==> src/rtl/kpc_pkg.sv <==
// kpc_pkg: shared types, constants and helper functions of the keyed polybius cipher unit
// no dependencies; every rtl file imports it
package kpc_pkg;

  localparam int SQUARE_DEPTH  = 256;
  localparam int ALPHABET_SIZE = 94;
  localparam int SQ_AW         = $clog2(SQUARE_DEPTH);
  localparam int FILL_W        = 9;
  localparam int CHAR_W        = 7;
  localparam int CHAR_COUNT    = 128;
  localparam int QUEUE_DEPTH   = 2;
  localparam int Q_AW          = $clog2(QUEUE_DEPTH);

  // configuration register indexes
  localparam logic [1:0] REG_ROWS    = 2'd0;
  localparam logic [1:0] REG_COLUMNS = 2'd1;
  localparam logic [1:0] REG_DECRYPT = 2'd2;

  // input operation codes
  localparam logic [1:0] OP_CLEAR = 2'd0;
  localparam logic [1:0] OP_KEY   = 2'd1;
  localparam logic [1:0] OP_ALPHA = 2'd2;
  localparam logic [1:0] OP_TEXT  = 2'd3;

  // classified commands for the back end
  localparam logic [2:0] CMD_CLEAR     = 3'd0;
  localparam logic [2:0] CMD_KEY       = 3'd1;
  localparam logic [2:0] CMD_ALPHA     = 3'd2;
  localparam logic [2:0] CMD_ENC_WS    = 3'd3;
  localparam logic [2:0] CMD_ENC_NL    = 3'd4;
  localparam logic [2:0] CMD_ENC_CHAR  = 3'd5;
  localparam logic [2:0] CMD_DEC_WS    = 3'd6;
  localparam logic [2:0] CMD_DEC_DIGIT = 3'd7;

  localparam logic [CHAR_W-1:0] CH_TAB     = 7'd9;
  localparam logic [CHAR_W-1:0] CH_NL      = 7'd10;
  localparam logic [CHAR_W-1:0] CH_SPACE   = 7'd32;
  localparam logic [CHAR_W-1:0] CH_ZERO    = 7'd48;
  localparam logic [CHAR_W-1:0] CH_A_UPPER = 7'd65;
  localparam logic [CHAR_W-1:0] HEX_ALPHA  = 7'd55;

  typedef struct packed {
    logic [1:0]        op;
    logic [CHAR_W-1:0] char_in;
  } kpc_in_t;

  typedef struct packed {
    logic [CHAR_W-1:0] char_out;
    logic              bad_char;
    logic              last;
  } kpc_out_t;

  typedef struct packed {
    logic [2:0]        cmd;
    logic [CHAR_W-1:0] ch;
    logic [3:0]        digit;
  } kpc_cmd_t;

  function automatic logic [CHAR_W-1:0] hex_char(input logic [3:0] d);
    logic [CHAR_W-1:0] dx;
    dx = {3'b000, d};
    return (d < 4'd10) ? (CH_ZERO + dx) : (HEX_ALPHA + dx);
  endfunction

  function automatic logic [3:0] digit_value(input logic [CHAR_W-1:0] c);
    logic [CHAR_W-1:0] v;
    v = (c < CH_A_UPPER) ? (c - CH_ZERO) : (c - HEX_ALPHA);
    return v[3:0];
  endfunction

endpackage

==> src/rtl/keyed_polybius_cipher_unit.sv <==
// keyed_polybius_cipher_unit: top level with config registers, front end, queue and back end;
//   depends on kpc_pkg, kpc_front, kpc_queue, kpc_back
// loading items give no result; echoes and bad chars go to the output register, an encrypted
//   char reads the position map and then emits its two digits, and a column digit in decrypt
//   mode is reduced modulo columns, then the square is read; a new command is taken only in
//   the idle state; synchronous rst_n clears control state only, not memories or data registers
module keyed_polybius_cipher_unit import kpc_pkg::*; (
  input  logic       clk,
  input  logic       rst_n,
  input  logic       in_valid,
  output logic       in_ready,
  input  kpc_in_t    in_data,
  output logic       out_valid,
  input  logic       out_ready,
  output kpc_out_t   out_data,
  input  logic       cfg_we,
  input  logic [1:0] cfg_addr,
  input  logic [3:0] cfg_wdata
);

  logic [3:0] rows_r;
  logic [3:0] columns_r;
  logic       decrypt_r;

  logic     push_valid;
  logic     push_ready;
  kpc_cmd_t push_data;
  logic     pop_valid;
  logic     pop_ready;
  kpc_cmd_t pop_data;

  always_ff @(posedge clk) begin
    if (!rst_n) begin
      rows_r    <= 4'd10;
      columns_r <= 4'd10;
      decrypt_r <= 1'b0;
    end else if (cfg_we) begin
      case (cfg_addr)
        REG_ROWS:    rows_r    <= cfg_wdata;
        REG_COLUMNS: columns_r <= cfg_wdata;
        REG_DECRYPT: decrypt_r <= cfg_wdata[0];
        default: begin
        end
      endcase
    end
  end

  kpc_front u_front (
    .rst_n        (rst_n),
    .in_valid     (in_valid),
    .in_ready     (in_ready),
    .in_data      (in_data),
    .decrypt_mode (decrypt_r),
    .push_valid   (push_valid),
    .push_ready   (push_ready),
    .push_data    (push_data)
  );

  kpc_queue u_queue (
    .clk        (clk),
    .rst_n      (rst_n),
    .push_valid (push_valid),
    .push_ready (push_ready),
    .push_data  (push_data),
    .pop_valid  (pop_valid),
    .pop_ready  (pop_ready),
    .pop_data   (pop_data)
  );

  kpc_back u_back (
    .clk       (clk),
    .rst_n     (rst_n),
    .q_valid   (pop_valid),
    .q_ready   (pop_ready),
    .q_data    (pop_data),
    .rows      (rows_r),
    .columns   (columns_r),
    .out_valid (out_valid),
    .out_ready (out_ready),
    .out_data  (out_data)
  );

endmodule

==> src/rtl/kpc_front.sv <==
// kpc_front: accepts input items and classifies them into back end commands
// depends on kpc_pkg
module kpc_front import kpc_pkg::*; (
  input  logic     rst_n,
  input  logic     in_valid,
  output logic     in_ready,
  input  kpc_in_t  in_data,
  input  logic     decrypt_mode,
  output logic     push_valid,
  input  logic     push_ready,
  output kpc_cmd_t push_data
);

  logic is_ws;
  logic is_nl;

  assign is_nl = (in_data.char_in == CH_NL);
  assign is_ws = (in_data.char_in == CH_SPACE) || (in_data.char_in == CH_TAB);

  always_comb begin
    push_data.ch    = in_data.char_in;
    push_data.digit = digit_value(in_data.char_in);
    case (in_data.op)
      OP_CLEAR: push_data.cmd = CMD_CLEAR;
      OP_KEY:   push_data.cmd = CMD_KEY;
      OP_ALPHA: push_data.cmd = CMD_ALPHA;
      default: begin
        if (decrypt_mode) begin
          push_data.cmd = (is_ws || is_nl) ? CMD_DEC_WS : CMD_DEC_DIGIT;
        end else if (is_ws) begin
          push_data.cmd = CMD_ENC_WS;
        end else if (is_nl) begin
          push_data.cmd = CMD_ENC_NL;
        end else begin
          push_data.cmd = CMD_ENC_CHAR;
        end
      end
    endcase
  end

  assign push_valid = in_valid && rst_n;
  assign in_ready   = push_ready && rst_n;

endmodule

==> src/rtl/kpc_queue.sv <==
// kpc_queue: short command queue between the front and back ends
// depends on kpc_pkg
module kpc_queue import kpc_pkg::*; (
  input  logic     clk,
  input  logic     rst_n,
  input  logic     push_valid,
  output logic     push_ready,
  input  kpc_cmd_t push_data,
  output logic     pop_valid,
  input  logic     pop_ready,
  output kpc_cmd_t pop_data
);

  kpc_cmd_t         entry_r [QUEUE_DEPTH];
  logic [Q_AW-1:0]  wr_ptr_r, wr_ptr_nxt;
  logic [Q_AW-1:0]  rd_ptr_r, rd_ptr_nxt;
  logic [Q_AW:0]    count_r, count_nxt;
  logic             do_push;
  logic             do_pop;

  assign push_ready = (count_r != (Q_AW+1)'(QUEUE_DEPTH));
  assign pop_valid  = (count_r != '0);
  assign pop_data   = entry_r[rd_ptr_r];
  assign do_push    = push_valid && push_ready;
  assign do_pop     = pop_valid && pop_ready;

  always_comb begin
    wr_ptr_nxt = do_push ? wr_ptr_r + 1'b1 : wr_ptr_r;
    rd_ptr_nxt = do_pop ? rd_ptr_r + 1'b1 : rd_ptr_r;
    count_nxt  = count_r;
    if (do_push && !do_pop) begin
      count_nxt = count_r + 1'b1;
    end else if (do_pop && !do_push) begin
      count_nxt = count_r - 1'b1;
    end
  end

  always_ff @(posedge clk) begin
    if (!rst_n) begin
      wr_ptr_r <= '0;
      rd_ptr_r <= '0;
      count_r  <= '0;
    end else begin
      wr_ptr_r <= wr_ptr_nxt;
      rd_ptr_r <= rd_ptr_nxt;
      count_r  <= count_nxt;
    end
  end

  always_ff @(posedge clk) begin
    if (do_push) begin
      entry_r[wr_ptr_r] <= push_data;
    end
  end

endmodule

==> src/rtl/kpc_back.sv <==
// kpc_back: executes commands; holds the square, position map, pairing state and output register
// depends on kpc_pkg
module kpc_back import kpc_pkg::*; (
  input  logic     clk,
  input  logic     rst_n,
  input  logic     q_valid,
  output logic     q_ready,
  input  kpc_cmd_t q_data,
  input  logic [3:0] rows,
  input  logic [3:0] columns,
  output logic     out_valid,
  input  logic     out_ready,
  output kpc_out_t out_data
);

  localparam logic [2:0] ST_IDLE  = 3'd0;
  localparam logic [2:0] ST_EMIT1 = 3'd1;
  localparam logic [2:0] ST_EMIT2 = 3'd2;
  localparam logic [2:0] ST_MOD   = 3'd3;
  localparam logic [2:0] ST_SQ    = 3'd4;

  logic [CHAR_W-1:0] square_mem [SQUARE_DEPTH];
  logic [7:0]        pos_mem    [CHAR_COUNT];
  logic [CHAR_W-1:0] sq_rd_r;
  logic [7:0]        pos_rd_r;

  logic [2:0]            state_r, state_nxt;
  logic [CHAR_COUNT-1:0] present_r, present_nxt;
  logic [CHAR_COUNT-1:0] legal_r, legal_nxt;
  logic [FILL_W-1:0]     fill_r, fill_nxt;
  logic [3:0]            nrow_r, nrow_nxt;
  logic [3:0]            ncol_r, ncol_nxt;
  logic [3:0]            prow_r, prow_nxt;
  logic                  phase_r, phase_nxt;
  logic [3:0]            col_r, col_nxt;
  logic                  hit_r, hit_nxt;
  logic [CHAR_W-1:0]     second_r, second_nxt;
  logic                  out_valid_r, out_valid_nxt;
  kpc_out_t              out_data_r, out_data_nxt;

  logic              out_free;
  logic              emit;
  kpc_out_t          emit_data;
  logic              do_append;
  logic              full;
  logic [7:0]        limit;
  logic [7:0]        idx;
  logic [3:0]        ncol_inc;
  logic              sq_we, sq_re, pos_we, pos_re;
  logic [CHAR_W-1:0] c;

  assign c        = q_data.ch;
  assign out_free = !out_valid_r || out_ready;
  assign limit    = {4'b0000, rows} * {4'b0000, columns};
  assign full     = (fill_r >= {1'b0, limit}) || (fill_r >= FILL_W'(SQUARE_DEPTH));
  assign idx      = ({4'b0000, prow_r} * {4'b0000, columns}) + {4'b0000, col_r};
  assign ncol_inc = ncol_r + 4'd1;

  always_comb begin
    state_nxt   = state_r;
    present_nxt = present_r;
    legal_nxt   = legal_r;
    fill_nxt    = fill_r;
    nrow_nxt    = nrow_r;
    ncol_nxt    = ncol_r;
    prow_nxt    = prow_r;
    phase_nxt   = phase_r;
    col_nxt     = col_r;
    hit_nxt     = hit_r;
    second_nxt  = second_r;
    q_ready     = 1'b0;
    do_append   = 1'b0;
    sq_re       = 1'b0;
    pos_re      = 1'b0;
    emit        = 1'b0;
    emit_data   = '0;

    case (state_r)
      ST_IDLE: begin
        if (q_valid) begin
          case (q_data.cmd)
            CMD_CLEAR: begin
              q_ready     = 1'b1;
              present_nxt = '0;
              legal_nxt   = '0;
              fill_nxt    = '0;
              nrow_nxt    = '0;
              ncol_nxt    = '0;
              prow_nxt    = '0;
              phase_nxt   = 1'b0;
            end
            CMD_KEY: begin
              q_ready   = 1'b1;
              do_append = 1'b1;
            end
            CMD_ALPHA: begin
              q_ready      = 1'b1;
              legal_nxt[c] = 1'b1;
              do_append    = !present_r[c];
            end
            CMD_ENC_WS: begin
              if (out_free) begin
                q_ready   = 1'b1;
                emit      = 1'b1;
                emit_data = '{char_out: c, bad_char: 1'b0, last: 1'b1};
              end
            end
            CMD_ENC_NL: begin
              if (out_free) begin
                q_ready    = 1'b1;
                emit       = 1'b1;
                emit_data  = '{char_out: CH_SPACE, bad_char: 1'b0, last: 1'b0};
                second_nxt = CH_NL;
                state_nxt  = ST_EMIT2;
              end
            end
            CMD_ENC_CHAR: begin
              if (!(legal_r[c] && present_r[c])) begin
                if (out_free) begin
                  q_ready   = 1'b1;
                  emit      = 1'b1;
                  emit_data = '{char_out: '0, bad_char: 1'b1, last: 1'b1};
                end
              end else begin
                // position map read lands in pos_rd_r for the next state
                q_ready   = 1'b1;
                pos_re    = 1'b1;
                state_nxt = ST_EMIT1;
              end
            end
            CMD_DEC_WS: begin
              if (out_free) begin
                q_ready   = 1'b1;
                emit      = 1'b1;
                emit_data = '{char_out: c, bad_char: 1'b0, last: 1'b1};
                phase_nxt = 1'b0;
                prow_nxt  = '0;
              end
            end
            CMD_DEC_DIGIT: begin
              q_ready = 1'b1;
              if (!phase_r) begin
                prow_nxt  = q_data.digit;
                phase_nxt = 1'b1;
              end else begin
                col_nxt   = (columns == 4'd0) ? 4'd0 : q_data.digit;
                state_nxt = ST_MOD;
              end
            end
            default: begin
              q_ready = 1'b1;
            end
          endcase
        end
      end
      ST_EMIT1: begin
        if (out_free) begin
          emit       = 1'b1;
          emit_data  = '{char_out: hex_char(pos_rd_r[7:4]), bad_char: 1'b0, last: 1'b0};
          second_nxt = hex_char(pos_rd_r[3:0]);
          state_nxt  = ST_EMIT2;
        end
      end
      ST_EMIT2: begin
        if (out_free) begin
          emit      = 1'b1;
          emit_data = '{char_out: second_r, bad_char: 1'b0, last: 1'b1};
          state_nxt = ST_IDLE;
        end
      end
      ST_MOD: begin
        // column modulo by repeated subtraction, one step a cycle
        if ((columns != 4'd0) && (col_r >= columns)) begin
          col_nxt = col_r - columns;
        end else begin
          sq_re     = 1'b1;
          hit_nxt   = ({1'b0, idx} < fill_r) && ({1'b0, idx} < FILL_W'(SQUARE_DEPTH));
          phase_nxt = 1'b0;
          prow_nxt  = '0;
          state_nxt = ST_SQ;
        end
      end
      ST_SQ: begin
        if (out_free) begin
          emit      = 1'b1;
          emit_data = '{char_out: hit_r ? sq_rd_r : '0, bad_char: 1'b0, last: 1'b1};
          state_nxt = ST_IDLE;
        end
      end
      default: begin
        state_nxt = ST_IDLE;
      end
    endcase

    sq_we  = do_append && !full;
    pos_we = sq_we && !present_r[c];
    if (sq_we) begin
      present_nxt[c] = 1'b1;
      fill_nxt       = fill_r + 1'b1;
      if (ncol_inc >= columns) begin
        ncol_nxt = '0;
        nrow_nxt = nrow_r + 4'd1;
      end else begin
        ncol_nxt = ncol_inc;
      end
    end

    out_valid_nxt = out_valid_r;
    out_data_nxt  = out_data_r;
    if (emit) begin
      out_valid_nxt = 1'b1;
      out_data_nxt  = emit_data;
    end else if (out_ready) begin
      out_valid_nxt = 1'b0;
    end
  end

  always_ff @(posedge clk) begin
    if (!rst_n) begin
      state_r     <= ST_IDLE;
      present_r   <= '0;
      legal_r     <= '0;
      fill_r      <= '0;
      nrow_r      <= '0;
      ncol_r      <= '0;
      prow_r      <= '0;
      phase_r     <= 1'b0;
      out_valid_r <= 1'b0;
    end else begin
      state_r     <= state_nxt;
      present_r   <= present_nxt;
      legal_r     <= legal_nxt;
      fill_r      <= fill_nxt;
      nrow_r      <= nrow_nxt;
      ncol_r      <= ncol_nxt;
      prow_r      <= prow_nxt;
      phase_r     <= phase_nxt;
      out_valid_r <= out_valid_nxt;
    end
  end

  always_ff @(posedge clk) begin
    col_r      <= col_nxt;
    hit_r      <= hit_nxt;
    second_r   <= second_nxt;
    out_data_r <= out_data_nxt;
  end

  always_ff @(posedge clk) begin
    if (sq_we) begin
      square_mem[fill_r[SQ_AW-1:0]] <= c;
    end
    if (sq_re) begin
      sq_rd_r <= square_mem[idx[SQ_AW-1:0]];
    end
    if (pos_we) begin
      pos_mem[c] <= {nrow_r, ncol_r};
    end
    if (pos_re) begin
      pos_rd_r <= pos_mem[c];
    end
  end

  assign out_valid = out_valid_r;
  assign out_data  = out_data_r;

endmodule

==> config.mk <==
export PLATFORM = sky130hd
export DESIGN_NAME = keyed_polybius_cipher_unit
export DESIGN_NICKNAME = d
export VERILOG_FILES = /design/src/rtl/kpc_pkg.sv /design/src/rtl/keyed_polybius_cipher_unit.sv /design/src/rtl/kpc_front.sv /design/src/rtl/kpc_queue.sv /design/src/rtl/kpc_back.sv
export SDC_FILE = /design/constraint.sdc
export NUM_CORES = 2
export LEC_CHECK = 0
export BUFFER_PORTS_ARGS = -buffer_cell sky130_fd_sc_hd__buf_4
export CAP_MARGIN = 40
export CORE_UTILIZATION = 50
export CTS_CLUSTER_DIAMETER = 120
export DETAILED_ROUTE_END_ITERATION = 10
export PLACE_DENSITY = 0.69
export SETUP_SLACK_MARGIN = 0.1
export SKIP_LAST_GASP = 1
export SYNTH_ARGS = -nofsm -noshare
export SYNTH_HDL_FRONTEND = slang
export SYNTH_SLANG_ARGS = --single-unit
==> constraint.sdc <==
create_clock -name clk -period 10.7 [get_ports clk]
set_input_delay 1.07 -clock clk [delete_from_list [all_inputs] [get_ports clk]]
set_output_delay 1.07 -clock clk [all_outputs]
set_load 0.03 [all_outputs]
==> impl_metrics.py <==
metrics = {
    "die": {
        "die-area_sq_um": 250000,
        "start_util": 0.503,
        "ios": 31,
        "fp-row-count": 182,
        "dieWidth_um": 500,
        "floorplan.die.height_um": 500,
        "core_sq_um": 246000,
    },
    "logic_synthesis": {
        "yosys_most_used_dff": "edfxtp_1",
        "avgSynthCellArea_sq_um": 17.6,
        "yosysWarnings": 0,
        "netlist_area_sq_um": 124000,
        "postSynthCellCount": 7033,
        "synth.top_cell.area_share": 0.698,
        "ys_seq_area_frac": 0.746,
        "synthDistinctLibCells": 80,
        "async_flop_share": 0,
        "synthTopCellsByArea": "edfxtp_1, mux4_2, dfxtp_1",
        "ys_ff_latch": 3176,
        "synth-edff-count": 2880,
        "syn_nets": 7129,
        "yosys.area.top_type": "edfxtp_1",
    },
    "timing": {
        "period_share": 0.672,
        "max_freq_mhz": 139,
        "drv_slew": 0,
        "fin_tns_setup_ps": 0,
        "setup_violations": 0,
        "tightest_slew_ps": 1060,
        "final_hold_viol_count": 0,
        "postLayoutSetupSlackWorst_ps": 3510,
        "period_needed_ps": 7190,
        "grt_setup_unrepaired": "false",
        "slew_headroom": 0.295,
        "clock_skew_ps": 64.3,
    },
    "cells_and_area": {
        "fillCellCount": 17800,
        "stdcell_count": 10700,
        "layout.nets": 7231,
        "final_util": 0.567,
        "syn_to_final_growth_pct": 12.6,
        "drive_gt1_frac": 0.182,
    },
    "global_route": {
        "first_global_vias": 68800,
        "grt.met3_usage": 0.0661,
        "grt_util_all_layers": 0.265,
        "grt_start_max_net_pins": 180,
        "busiest_layer": "met2",
        "grt_pass1_wl_um": 486000,
        "grtUsageMet1": 0.381,
        "met2_usage": 0.396,
        "grt_antenna_before_repair": 14,
        "overflow": 0,
    },
    "place": {
        "gp_congestion": 0.911,
        "dp.cells": 10100,
        "pre_cts_slack_ps": 3620,
        "port_buffers": 30,
        "hpwl_um": 196000,
    },
    "route": {
        "vias_per_cell": 6.58,
        "routedWlPerCell_um": 31.1,
        "drtIter0Drc": 11000,
        "firstDrtPassIters": 8,
        "wl_um": 333000,
        "drc": 0,
        "num_vias": 70400,
        "ant_nets": 0,
    },
    "clock_tree": {
        "path_clk_slew_ps": 60,
        "clk_latency_ps": 990,
        "cts_setup_buffers": 0,
        "hold_buffers": 0,
        "cts_max_level": 5,
        "cts_sinks": 3176,
        "clock-root-buffer": "clkbuf_16",
        "numCtsBuffers": 328,
        "cts_tree": "yes",
        "clk_path_buf_depth": 4,
        "post_cts_resized": 0,
    },
    "critical_path": {
        "crit_path_start_kind": "flip-flop",
        "worstSetupPathType": "flip-flop to flip-flop",
        "crit_fanout": 34,
        "worstSetupEndpointType": "flip-flop",
        "crit_arrival_ps": 7840,
        "crit_required_ps": 11350,
    },
    "pwr": {
        "p_leak_nw": 42.3,
        "ir_drop_v": 0.000192,
        "p_per_area_nw_per_um2": 208,
    },
    "run": {
        "maxCapViolCount": 0,
    },
    "status": {
        "outcome": "complete, no violations",
    },
    "worst_hold_path": {
        "holdCritPathClass": "input port to flip-flop",
    },
}
[cell type report]
cell class / instances / area, sq um / area share
Clock inverter: 181 / 1830 / 0.0131
Clock buffer: 393 / 8590 / 0.0615
Timing Repair Buffer: 225 / 2450 / 0.0176
Multi-Input combinational cell: 3337 / 29800 / 0.213
Sequential cell: 3176 / 92400 / 0.662
Inverter: 67 / 290 / 0.00208
Tap cell: 3312 / 4140 / 0.0297
Antenna cell: 6 / 15.0 / 0.000108
[cells by family (layout without fill, tap and decap cells)]
group	count (synthesis)	in the layout	synth area share
and+or+nand+nor	1402	1402	0.0490
DFF	3176	3176	0.746
other	0	6	0
adders and majority gates	76	76	0.00840
AOI/OAI and AO/OA	1205	1205	0.0703
xor gates and xnor gates	23	23	0.00163
buffers and inverters	520	866	0.0172
muxes	631	631	0.108
[synthesized netlist by cell type (41+ instances only)]
cell / number
mux4_2: 560
nor2_1: 624
a221oi_1: 58
o21ai_0: 80
a22o_1: 187
buf_2: 93
dfxtp_1: 296
nand3_1: 80
clkbuf_1: 276
a21oi_1: 207
and2_1: 63
ha_1: 64
mux2i_1: 57
a22oi_1: 323
o22ai_1: 61
buf_1: 70
nand4_1: 46
a31oi_1: 69
nand2_1: 429
edfxtp_1: 2880
inv_1: 60
a222oi_1: 41
[layer usage]
| metal | vias up | part of all wire | routed length [um] |
|---|---|---|---|
| met5 | - | 0 | 0 |
| li1 | 28600 | - | - |
| met1 | 35900 | 0.39 | 129000 |
| met4 | 0 | 0.036 | 12100 |
| met2 | 5035 | 0.45 | 152000 |
| met3 | 740 | 0.12 | 40500 |
[power breakdown]
group | internal, mW | switching [mW]
combinational | 0.988 | 2.71
clock | 6.54 | 4.67
sequential | 14.0 | 0.102
[layout by cell type, fill, tap and decap left out, types with 12 or more instances in the layout]
cell type   instances
ha_1               62
nand3_1            80
o21ai_0            80
nor2_1            607
nand2_1           412
buf_4             156
a22oi_1           323
clkbuf_1           56
mux4_2            560
clkbuf_16         332
o22ai_1            61
dfxtp_1           287
edfxtp_1         2880
a222oi_1           41
buf_2              15
o2111ai_1          15
clkinv_1           74
and2_1             61
mux2i_1            55
a21oi_1           207
a31oi_1            69
a221oi_1           58
a41oi_1            19
a21o_1             16
nand4_1            46
clkinv_2           41
a211oi_1           38
o21a_1             12
a22o_1            187
clkinvlp_4         15
inv_1              58
nand2b_1           19
nor3_1             37
buf_12             19
nor2_4             12
mux2_2             12
bufinv_16          34
nor4_1             19
buf_16             26
[worst paths after layout]
| path | startpoint | endpoint | slack, ps | cells after the start |
|---|---|---|---|---|
| max | columns_r[1] | u_back.square_mem[223][4] | 3510 | 19 |
| min | in_data[1] | u_queue.entry_r[1][5] | 360 | 1 |
| max reg2reg | columns_r[1] | u_back.square_mem[223][4] | 3510 | 19 |
| min reg2reg | u_back.legal_r[86] | u_back.legal_r[86] | 460 | 2 |
[worst max-delay path, cell delays in order, from the launching register on]
cell and delay, ps:
dfxtp_1 550, and2_1 210, fa_1 440, fa_1 520, ha_1 300, a21o_1 160
a21oi_1 230, o21bai_1 110, a21oi_1 170, xor2_1 100, ha_1 170, or4_1 550
a2111oi_2 440, nor2_1 180, o31ai_4 240, buf_4 330, nand2_4 490, buf_4 580
nor4_1 750, buf_2 290
[through the flow]
stage	cell area [sq um]	hold WS, ps	power (mW)
floorplan	124000	431	16.4
global placement	128000	442	17.9
detailed placement	129000	451	18.0
CTS	140000	314	29.1
global route	140000	341	29.7
finish	140000	359	29.1
[sequential cells by signal (all words and copies together) (netlist names), 3 cells and up, named ones only]
signal and cells:
u_back.present_r 128, u_back.nrow_r 4, rows_r 4, u_back.square_mem 1792
u_back.out_data 9, u_queue.entry_r 28, u_back.ncol_r 4, u_back.col_r 4
u_back.pos_rd_r 8, u_back.second_r 7, u_back.state_r 3, u_back.sq_rd_r 7
u_back.fill_r 9, columns_r 4, u_back.pos_mem 1024, u_back.prow_r 4
u_back.legal_r 128
No activity file was read; power rests on OpenSTA's default activity.
